## config.mk

```make
export PLATFORM = sky130hd
export DESIGN_NAME = deadline_timer_heap
export DESIGN_NICKNAME = d
export VERILOG_FILES = /design/src/sv/dth_pkg.sv /design/src/sv/dth_ram.sv /design/src/sv/dth_ctrl.sv /design/src/sv/deadline_timer_heap.sv
export VERILOG_INCLUDE_DIRS = /design/src /design/src/sv
export SDC_FILE = /design/constraint.sdc
export NUM_CORES = 2
export LEC_CHECK = 0
export BUFFER_PORTS_ARGS = -buffer_cell sky130_fd_sc_hd__buf_4
export CAP_MARGIN = 40
export CORE_MARGIN = 5
export CORE_UTILIZATION = 45
export CTS_BUF_LIST = sky130_fd_sc_hd__clkbuf_4 sky130_fd_sc_hd__clkbuf_8
export CTS_CLUSTER_SIZE = 20
export DETAILED_ROUTE_END_ITERATION = 10
export GPL_ROUTABILITY_DRIVEN = 0
export HOLD_SLACK_MARGIN = 0.08
export MAX_ROUTING_LAYER = met4
export PLACE_DENSITY = 0.62
export RECOVER_POWER = 25
export SYNTH_ARGS = -nofsm -noshare
export SYNTH_HDL_FRONTEND = slang
export SYNTH_HIERARCHICAL = 1
export SYNTH_SLANG_ARGS = --single-unit
```

## constraint.sdc

```tcl
create_clock -name aclk -period 9.85 [get_ports aclk]
set_input_delay 1.97 -clock aclk [delete_from_list [all_inputs] [get_ports aclk]]
set_output_delay 1.97 -clock aclk [all_outputs]
set_load 0.005 [all_outputs]
```

## src/sv/assert_macros.svh

```systemverilog
// Assertion helpers used by the top-level RTL file.
`ifndef ASSERT_MACROS_SVH
`define ASSERT_MACROS_SVH

// Check a property on every rising clock edge outside reset.
`define ASSERT_CLK(label, clk, rstn, prop, msg) \
    label: assert property (@(posedge clk) disable iff (!(rstn)) (prop)) else $error(msg);

// Check that one condition implies another in the same cycle.
`define ASSERT_IMPL(label, clk, rstn, cond, conseq, msg) \
    label: assert property (@(posedge clk) disable iff (!(rstn)) (cond) |-> (conseq)) \
        else $error(msg);

`endif

```

## src/sv/dth_pkg.sv

```systemverilog
// ---------------------------------------------------------------------------
// dth_pkg
// Types and constants of the deadline timer heap.
// ---------------------------------------------------------------------------
package dth_pkg;

    localparam int HEAP_DEPTH = 32;
    localparam int ADDR_W     = $clog2(HEAP_DEPTH);
    localparam int CNT_W      = $clog2(HEAP_DEPTH + 1);
    localparam int TIME_W     = 48;
    localparam int TAG_W      = 16;
    localparam int KEY_W      = TIME_W + TAG_W;

    // Input item kinds
    typedef enum logic [1:0] {
        KIND_ARM_ABS = 2'd0,
        KIND_ARM_REL = 2'd1,
        KIND_COLLECT = 2'd2,
        KIND_WAKE    = 2'd3
    } kind_t;

    // One result word
    typedef struct packed {
        logic [TAG_W-1:0]  expired_tag;
        logic              tag_valid;
        logic              reload_request;
        logic [TIME_W-1:0] reload_deadline;
        logic              full_error;
        logic              last;
    } res_t;

endpackage

```

## src/sv/dth_ram.sv

```systemverilog
// ---------------------------------------------------------------------------
// dth_ram
// Generic single-port-write, single-port-read RAM with registered read.
// ---------------------------------------------------------------------------
module dth_ram #(
    parameter int WIDTH = 64,
    parameter int DEPTH = 32
) (
    input  logic                     aclk,
    input  logic                     we,
    input  logic [$clog2(DEPTH)-1:0] waddr,
    input  logic [WIDTH-1:0]         wdata,
    input  logic                     re,
    input  logic [$clog2(DEPTH)-1:0] raddr,
    output logic [WIDTH-1:0]         rdata
);

    logic [WIDTH-1:0] mem [DEPTH];

    // Write and registered read; read data holds while re is low
    always_ff @(posedge aclk) begin
        if (we) begin
            mem[waddr] <= wdata;
        end
        if (re) begin
            rdata <= mem[raddr];
        end
    end

endmodule

```

## src/sv/dth_ctrl.sv

```systemverilog
// ---------------------------------------------------------------------------
// dth_ctrl
// Heap sequencer: sift-up on arm, pop and sift-down on collect, reload word on wake, over one RAM.
// ---------------------------------------------------------------------------
module dth_ctrl (
    input  logic                          aclk,
    input  logic                          aresetn,
    input  logic                          in_valid,
    output logic                          in_ready,
    input  logic [1:0]                    in_kind,
    input  logic [dth_pkg::TIME_W-1:0]    in_time_value,
    input  logic [dth_pkg::TAG_W-1:0]     in_task_tag,
    input  logic [dth_pkg::TIME_W-1:0]    in_now_time,
    output logic                          res_valid,
    input  logic                          res_ready,
    output dth_pkg::res_t                 res
);

    localparam int AW = dth_pkg::ADDR_W;
    localparam int CW = dth_pkg::CNT_W;
    localparam int XW = dth_pkg::ADDR_W + 2;
    localparam int KW = dth_pkg::KEY_W;
    localparam int TW = dth_pkg::TIME_W;

    typedef enum logic [3:0] {
        ST_IDLE, ST_EMIT, ST_INS_UP, ST_INS_CMP, ST_INS_TOP_RD, ST_INS_TOP,
        ST_COL_RD, ST_COL_CHK, ST_POP_LAST_RD, ST_POP_LAST, ST_POP_L,
        ST_POP_LW, ST_POP_RW, ST_POP_DEC
    } state_t;

    state_t             state_reg, state_next;
    state_t             ret_reg, ret_next;
    logic [CW-1:0]      count_reg, count_next;
    logic [AW-1:0]      idx_reg, idx_next;
    logic [KW-1:0]      cur_reg, cur_next;
    logic [KW-1:0]      lkey_reg, lkey_next;
    logic [KW-1:0]      rkey_reg, rkey_next;
    logic               rok_reg, rok_next;
    logic [TW-1:0]      now_reg, now_next;
    dth_pkg::res_t      res_reg, res_next;

    logic               we, re;
    logic [AW-1:0]      waddr, raddr;
    logic [KW-1:0]      wdata, rdata;

    logic [TW:0]        rel_sum;
    logic [TW-1:0]      new_dl;
    logic [AW-1:0]      parent;
    logic [XW-1:0]      lidx, ridx, nsize;
    logic               pick_r;
    logic [KW-1:0]      child_key;
    logic [AW-1:0]      child_idx;
    dth_pkg::res_t      res_blank;

    dth_ram #(.WIDTH(KW), .DEPTH(dth_pkg::HEAP_DEPTH)) u_ram (
        .aclk  (aclk),
        .we    (we),
        .waddr (waddr),
        .wdata (wdata),
        .re    (re),
        .raddr (raddr),
        .rdata (rdata)
    );

    assign in_ready  = (state_reg == ST_IDLE);
    assign res_valid = (state_reg == ST_EMIT);
    assign res       = res_reg;

    // Saturating relative deadline and heap index arithmetic
    assign rel_sum   = {1'b0, in_now_time} + {1'b0, in_time_value};
    assign new_dl    = (in_kind == dth_pkg::KIND_ARM_REL)
                       ? (rel_sum[TW] ? {TW{1'b1}} : rel_sum[TW-1:0]) : in_time_value;
    assign parent    = AW'((idx_reg - AW'(1)) >> 1);
    assign lidx      = {1'b0, idx_reg, 1'b1};
    assign ridx      = lidx + XW'(1);
    assign nsize     = XW'(count_reg);
    assign pick_r    = rok_reg && (rkey_reg < lkey_reg);
    assign child_key = pick_r ? rkey_reg : lkey_reg;
    assign child_idx = pick_r ? ridx[AW-1:0] : lidx[AW-1:0];

    always_comb begin
        res_blank = '0;
    end

    // Next-state and RAM control
    always_comb begin
        state_next = state_reg;
        ret_next   = ret_reg;
        count_next = count_reg;
        idx_next   = idx_reg;
        cur_next   = cur_reg;
        lkey_next  = lkey_reg;
        rkey_next  = rkey_reg;
        rok_next   = rok_reg;
        now_next   = now_reg;
        res_next   = res_reg;
        we         = 1'b0;
        waddr      = idx_reg;
        wdata      = cur_reg;
        re         = 1'b0;
        raddr      = '0;

        unique case (state_reg)
            ST_IDLE: begin
                if (in_valid) begin
                    now_next  = in_now_time;
                    res_next  = res_blank;
                    res_next.last = 1'b1;
                    unique case (dth_pkg::kind_t'(in_kind)) inside
                        dth_pkg::KIND_ARM_ABS, dth_pkg::KIND_ARM_REL: begin
                            if (count_reg == CW'(dth_pkg::HEAP_DEPTH)) begin
                                res_next.full_error = 1'b1;
                                ret_next   = ST_IDLE;
                                state_next = ST_EMIT;
                            end else begin
                                cur_next   = {new_dl, in_task_tag};
                                idx_next   = count_reg[AW-1:0];
                                count_next = count_reg + CW'(1);
                                state_next = ST_INS_UP;
                            end
                        end
                        dth_pkg::KIND_COLLECT: begin
                            state_next = ST_COL_RD;
                        end
                        default: begin
                            res_next.reload_request  = 1'b1;
                            res_next.reload_deadline = in_now_time;
                            ret_next   = ST_IDLE;
                            state_next = ST_EMIT;
                        end
                    endcase
                end
            end
            ST_EMIT: begin
                if (res_ready) begin
                    state_next = ret_reg;
                end
            end
            // Sift the hole up toward the root
            ST_INS_UP: begin
                if (idx_reg == '0) begin
                    we         = 1'b1;
                    state_next = ST_INS_TOP_RD;
                end else begin
                    re         = 1'b1;
                    raddr      = parent;
                    state_next = ST_INS_CMP;
                end
            end
            ST_INS_CMP: begin
                we = 1'b1;
                if (rdata <= cur_reg) begin
                    state_next = ST_INS_TOP_RD;
                end else begin
                    wdata      = rdata;
                    idx_next   = parent;
                    state_next = ST_INS_UP;
                end
            end
            ST_INS_TOP_RD: begin
                re         = 1'b1;
                state_next = ST_INS_TOP;
            end
            ST_INS_TOP: begin
                if (rdata[KW-1 -: TW] == cur_reg[KW-1 -: TW]) begin
                    res_next.reload_request  = 1'b1;
                    res_next.reload_deadline = cur_reg[KW-1 -: TW];
                end
                ret_next   = ST_IDLE;
                state_next = ST_EMIT;
            end
            // Look at the top and pop while expired
            ST_COL_RD: begin
                if (count_reg == '0) begin
                    res_next      = res_blank;
                    res_next.last = 1'b1;
                    ret_next      = ST_IDLE;
                    state_next    = ST_EMIT;
                end else begin
                    re         = 1'b1;
                    state_next = ST_COL_CHK;
                end
            end
            ST_COL_CHK: begin
                res_next = res_blank;
                if (rdata[KW-1 -: TW] <= now_reg) begin
                    res_next.expired_tag = rdata[dth_pkg::TAG_W-1:0];
                    res_next.tag_valid   = 1'b1;
                    ret_next             = ST_POP_LAST_RD;
                end else begin
                    res_next.reload_request  = 1'b1;
                    res_next.reload_deadline = rdata[KW-1 -: TW];
                    res_next.last            = 1'b1;
                    ret_next                 = ST_IDLE;
                end
                state_next = ST_EMIT;
            end
            ST_POP_LAST_RD: begin
                count_next = count_reg - CW'(1);
                if (count_reg == CW'(1)) begin
                    state_next = ST_COL_RD;
                end else begin
                    re         = 1'b1;
                    raddr      = AW'(count_reg - CW'(1));
                    state_next = ST_POP_LAST;
                end
            end
            ST_POP_LAST: begin
                cur_next   = rdata;
                idx_next   = '0;
                state_next = ST_POP_L;
            end
            // Sift the hole down from the root
            ST_POP_L: begin
                if (lidx >= nsize) begin
                    we         = 1'b1;
                    state_next = ST_COL_RD;
                end else begin
                    re         = 1'b1;
                    raddr      = lidx[AW-1:0];
                    state_next = ST_POP_LW;
                end
            end
            ST_POP_LW: begin
                lkey_next = rdata;
                rok_next  = (ridx < nsize);
                if (ridx < nsize) begin
                    re         = 1'b1;
                    raddr      = ridx[AW-1:0];
                    state_next = ST_POP_RW;
                end else begin
                    state_next = ST_POP_DEC;
                end
            end
            ST_POP_RW: begin
                rkey_next  = rdata;
                state_next = ST_POP_DEC;
            end
            ST_POP_DEC: begin
                we = 1'b1;
                if (child_key < cur_reg) begin
                    wdata      = child_key;
                    idx_next   = child_idx;
                    state_next = ST_POP_L;
                end else begin
                    state_next = ST_COL_RD;
                end
            end
            default: begin
                state_next = ST_IDLE;
            end
        endcase
    end

    // Hold state and registered result
    always_ff @(posedge aclk) begin
        if (!aresetn) begin
            state_reg <= ST_IDLE;
            ret_reg   <= ST_IDLE;
            count_reg <= '0;
        end else begin
            state_reg <= state_next;
            ret_reg   <= ret_next;
            count_reg <= count_next;
        end
        idx_reg  <= idx_next;
        cur_reg  <= cur_next;
        lkey_reg <= lkey_next;
        rkey_reg <= rkey_next;
        rok_reg  <= rok_next;
        now_reg  <= now_next;
        res_reg  <= res_next;
    end

endmodule

```

## src/sv/deadline_timer_heap.sv

```systemverilog
// Sequence: an arm sifts up, through ST_INS_UP and ST_INS_CMP per heap level; a wake
//   emits one reload word; a collect pops and sinks each expired entry in turn.
// Flow: one item at a time; all heap accesses share the single read and write
//   port of the RAM.
// Reset: synchronous active-low aresetn empties the heap and drops any word.
// ---------------------------------------------------------------------------
// deadline_timer_heap
// Min-heap timer queue of (deadline, tag) entries with a registered output.
// ---------------------------------------------------------------------------
`include "assert_macros.svh"

module deadline_timer_heap (
    input  logic         aclk,
    input  logic         aresetn,
    input  logic         s_tvalid,
    output logic         s_tready,
    // kind[1:0], time_value[49:2], task_tag[65:50], now_time[113:66]
    input  logic [119:0] s_tdata,
    output logic         m_tvalid,
    input  logic         m_tready,
    // expired_tag[15:0], reload_deadline[63:16]
    output logic [63:0]  m_tdata,
    // tag_valid[0], reload_request[1], full_error[2]
    output logic [2:0]   m_tuser,
    output logic         m_tlast
);

    dth_pkg::res_t res;
    logic          res_valid, res_ready;
    logic          m_tvalid_reg;
    dth_pkg::res_t out_reg;

    dth_ctrl u_ctrl (
        .aclk          (aclk),
        .aresetn       (aresetn),
        .in_valid      (s_tvalid),
        .in_ready      (s_tready),
        .in_kind       (s_tdata[1:0]),
        .in_time_value (s_tdata[49:2]),
        .in_task_tag   (s_tdata[65:50]),
        .in_now_time   (s_tdata[113:66]),
        .res_valid     (res_valid),
        .res_ready     (res_ready),
        .res           (res)
    );

    assign res_ready = !m_tvalid_reg || m_tready;

    // Output register: load a new word when empty or being drained
    always_ff @(posedge aclk) begin
        if (!aresetn) begin
            m_tvalid_reg <= 1'b0;
        end else if (res_ready) begin
            m_tvalid_reg <= res_valid;
        end
        if (res_ready && res_valid) begin
            out_reg <= res;
        end
    end

    assign m_tvalid = m_tvalid_reg;
    assign m_tdata  = {out_reg.reload_deadline, out_reg.expired_tag};
    assign m_tuser  = {out_reg.full_error, out_reg.reload_request, out_reg.tag_valid};
    assign m_tlast  = out_reg.last;

    `ASSERT_IMPL(a_full_last, aclk, aresetn, m_tvalid && m_tuser[2],
                 m_tlast && !m_tuser[1], "full error word must be final, no reload")
    `ASSERT_IMPL(a_tag_not_last, aclk, aresetn, m_tvalid && m_tuser[0], !m_tlast,
                 "expired tag word must not be final")
    `ASSERT_CLK(a_busy_after_accept, aclk, aresetn, (s_tvalid && s_tready) |=> !s_tready,
                "input accepted while an item is in progress")

endmodule
```

==> impl_metrics.ini <==
[cts]
cts_resized = 0
cts_made_buffers = 407
cts_tree = yes
ctsLongestPathBuffers = 4
cts_setup_buffers = 0
clkTransAtPathRegs_ns = 0.06
cts_hold_buf = 0
cts-root-buf = clkbuf_8
cts.sinks = 2506
htreeDepth = 5
clock_latency_ns = 1.10

[global_route]
antenna_found_initial = 6
track_usage_pct = 24.43
grt_first_pass_wirelength_mm = 416.5
grt_max_degree = 120
grt-ovfl-total = 0
grt_pass1_vias = 57490

[yosys]
synth_compound_gate_area_share_pct = 4.688
synth_cells = 5568
synth_top_area_share_pct = 71.11
synth_top_family_by_area = multiplexers
synth-edff-count = 2494
synth_top_flop_cell = edfxtp_1
synthDistinctLibCells = 86
synth_simple_gate_area_share_pct = 3.124
synthXorXnorAreaFrac_pct = 0.4408
synthesis.area_um2 = 105300
yosys-mux-area-fraction_pct = 14.68
synth.most_common_cell = edfxtp_1
synth_fa_ha_area_share_pct = 3.607
postSynthAreaPerCell_um2 = 18.91
yosys-top-cells-count = 2494 x edfxtp_1, 602 x mux4_2, 302 x ha_1
ys_top_cells_by_area = edfxtp_1 71%, mux4_2 13%, ha_1 3.6%, inv_1 1.0%, mux2i_1 1.0%
synth.yosys.seq_area_share_pct = 71.34
synth-seq-cells = 2506
async_flop_share_pct = 0
synth_nets = 5995
yosysWarnings = 6
synth_top_cell_by_area = edfxtp_1

[die]
fp.dieW_um = 493.8
initial_core_util_pct = 45.25
coreArea_um2 = 232800
die_h_um = 493.8
pin_count = 194
dieArea_um2 = 243800
rows = 177

[drt]
vias = 57940
wl_mm = 292.0
vias_per_cell = 6.059
antenna_left = 0
drc = 0
drt_iter0_markers = 6489
highest_layer = met4
dr_wl_met3_mm = 25.63
drt_pass1_iterations = 5
met1_length_mm = 121.6
wire_per_inst_um = 30.54
routed-wl-met2_mm = 137.2

[timing]
slew_headroom_pct = -291.2
setup_tns_ns = 0
period_share_pct = 83.49
fin_skew_ns = 0.09542
hold_slack_ns = 0.4012
fin_ws_ns = 1.627
clock.fmax_mhz = 121.6
rsz0062_at_grt = false
finalSetupViolCount = 0
period_minus_slack_ns = 8.223
hold_viol_final = 0
tightest_slew_ns = 5.868
slew_viol_final = 1087

[cells_and_area]
multiInputGateArea_um2 = 28500
fillers = 18620
nNetsFinal = 6545
drive_gt1_share_pct = 26.17
regArea_um2 = 75130
largest_register_ffs = 2048
finalInstanceArea_um2 = 119300
synthToLayoutAreaGrowth_pct = 13.23

[place]
pre_cts_ws_ns = 2.285
placed_area_um2 = 112600
io_buffers = 187
hpwl_mm = 169.9

[power]
powerDensity_nw_per_um2 = 209.4
leakagePower_uw = 0.03919
finalPower_uw = 24970
irDropWorstVdd_uv = 102.6

[critical_path]
worst-path-max-fanout = 40
criticalPathCategory = register to register
cp_data_arrival_time_ns = 8.95
start_kind = register
end_kind = register
critPathRequiredTime_ns = 10.58

[run_status]
status = finished, violations left
violations = max-capacitance violations, max-slew violations

[hold_path]
min_path_type = register to register

[run]
maxCapViolations = 40
logic make-up after synthesis:
| kind of cell | count (synthesis) |
|---|---|
| AOI/OAI and AO/OA | 705 |
| xor gates and xnor gates | 53 |
| and+or+nand+nor | 680 |
| buffers and inverters | 538 |
| muxes | 783 |
| adders and majority gates | 303 |
| DFF | 2506 |
metal layers:
layer | vias up | GRT usage (%)
met5 | - | -
met2 | 2845 | 37.32
met4 | 0 | 6.487
met3 | 408 | 3.857
li1 | 23980 | -
met1 | 30700 | 34.66
power breakdown:
part / internal (µW) / total [µW] / switching (µW) / leakage, µW
clock network: 4580 / 8580 / 4000 / 0.00406
logic: 1430 / 3560 / 2130 / 0.0125
registers: 12500 / 12800 / 294 / 0.0226
worst max-delay path, stage by stage, from the launching register on:
cell and delay [ns]:
edfxtp_1 0.41, ha_1 0.31, nand3_1 0.16, nor3_1 0.23, nor4b_1 0.93, nand4_1 0.49, a21o_1 0.35, nand3_4 0.51
buf_12 0.37, mux2i_1 0.33, inv_1 0.07, ha_1 0.30, nand4_1 0.15, nor3_1 0.35, nand2_1 0.25, nor4_1 0.49
o2111a_1 0.28, o31ai_2 0.08, and3_1 0.22, nand2_4 0.61, buf_4 0.43, o221ai_2 0.16, buf_4 0.26
worst paths after layout:
kind                  startpoint                        to  slack, ns  depth (start not counted)
max          u_ctrl/rkey_reg[61]  u_ctrl/u_ram/mem[19][15]       1.63                         22
min               u_ctrl/res[52]                m_tdata[0]       0.40                          0
max reg2reg  u_ctrl/rkey_reg[61]  u_ctrl/u_ram/mem[19][15]       1.63                         22
min reg2reg       u_ctrl/res[52]                m_tdata[0]       0.40                          0
cell type report:
class                           instances  area share [%]
Tap cell                             3132           3.286
Antenna cell                            7         0.01469
Timing Repair Buffer                  398           2.536
Clock buffer                          549           5.633
Clock inverter                        165          0.7428
Inverter                              281          0.8845
Sequential cell                      2506           63.00
Multi-Input combinational cell       2524           23.90
stage by stage:
step	cells	util, %
finish	9562	51.24
global route	9560	51.23
CTS	9554	51.66
detailed placement	8840	48.39
global placement	8794	47.99
floorplan	5568	-
layout by cell type (no fill, tap or decap), types with 14 or more instances in the layout:
cell	n
clkinv_2	45
nand2_1	241
nor3_1	77
clkbuf_4	184
o21a_1	25
o21ai_0	129
xor2_1	18
nand3_1	44
clkbuf_1	119
nor2b_1	20
mux4_2	602
nand2b_1	15
clkinv_1	108
nand4_1	56
and2_0	17
a221oi_1	18
o211ai_1	15
xnor2_1	35
ha_1	302
a21o_1	89
and3_1	14
clkbuf_8	415
o22ai_1	54
edfxtp_1	2494
buf_4	187
buf_12	22
inv_1	280
a221o_1	50
nor2_1	108
a21oi_1	139
o221ai_2	62
mux2i_1	105
mux2_2	76
Power figures use the tool's default switching activity.
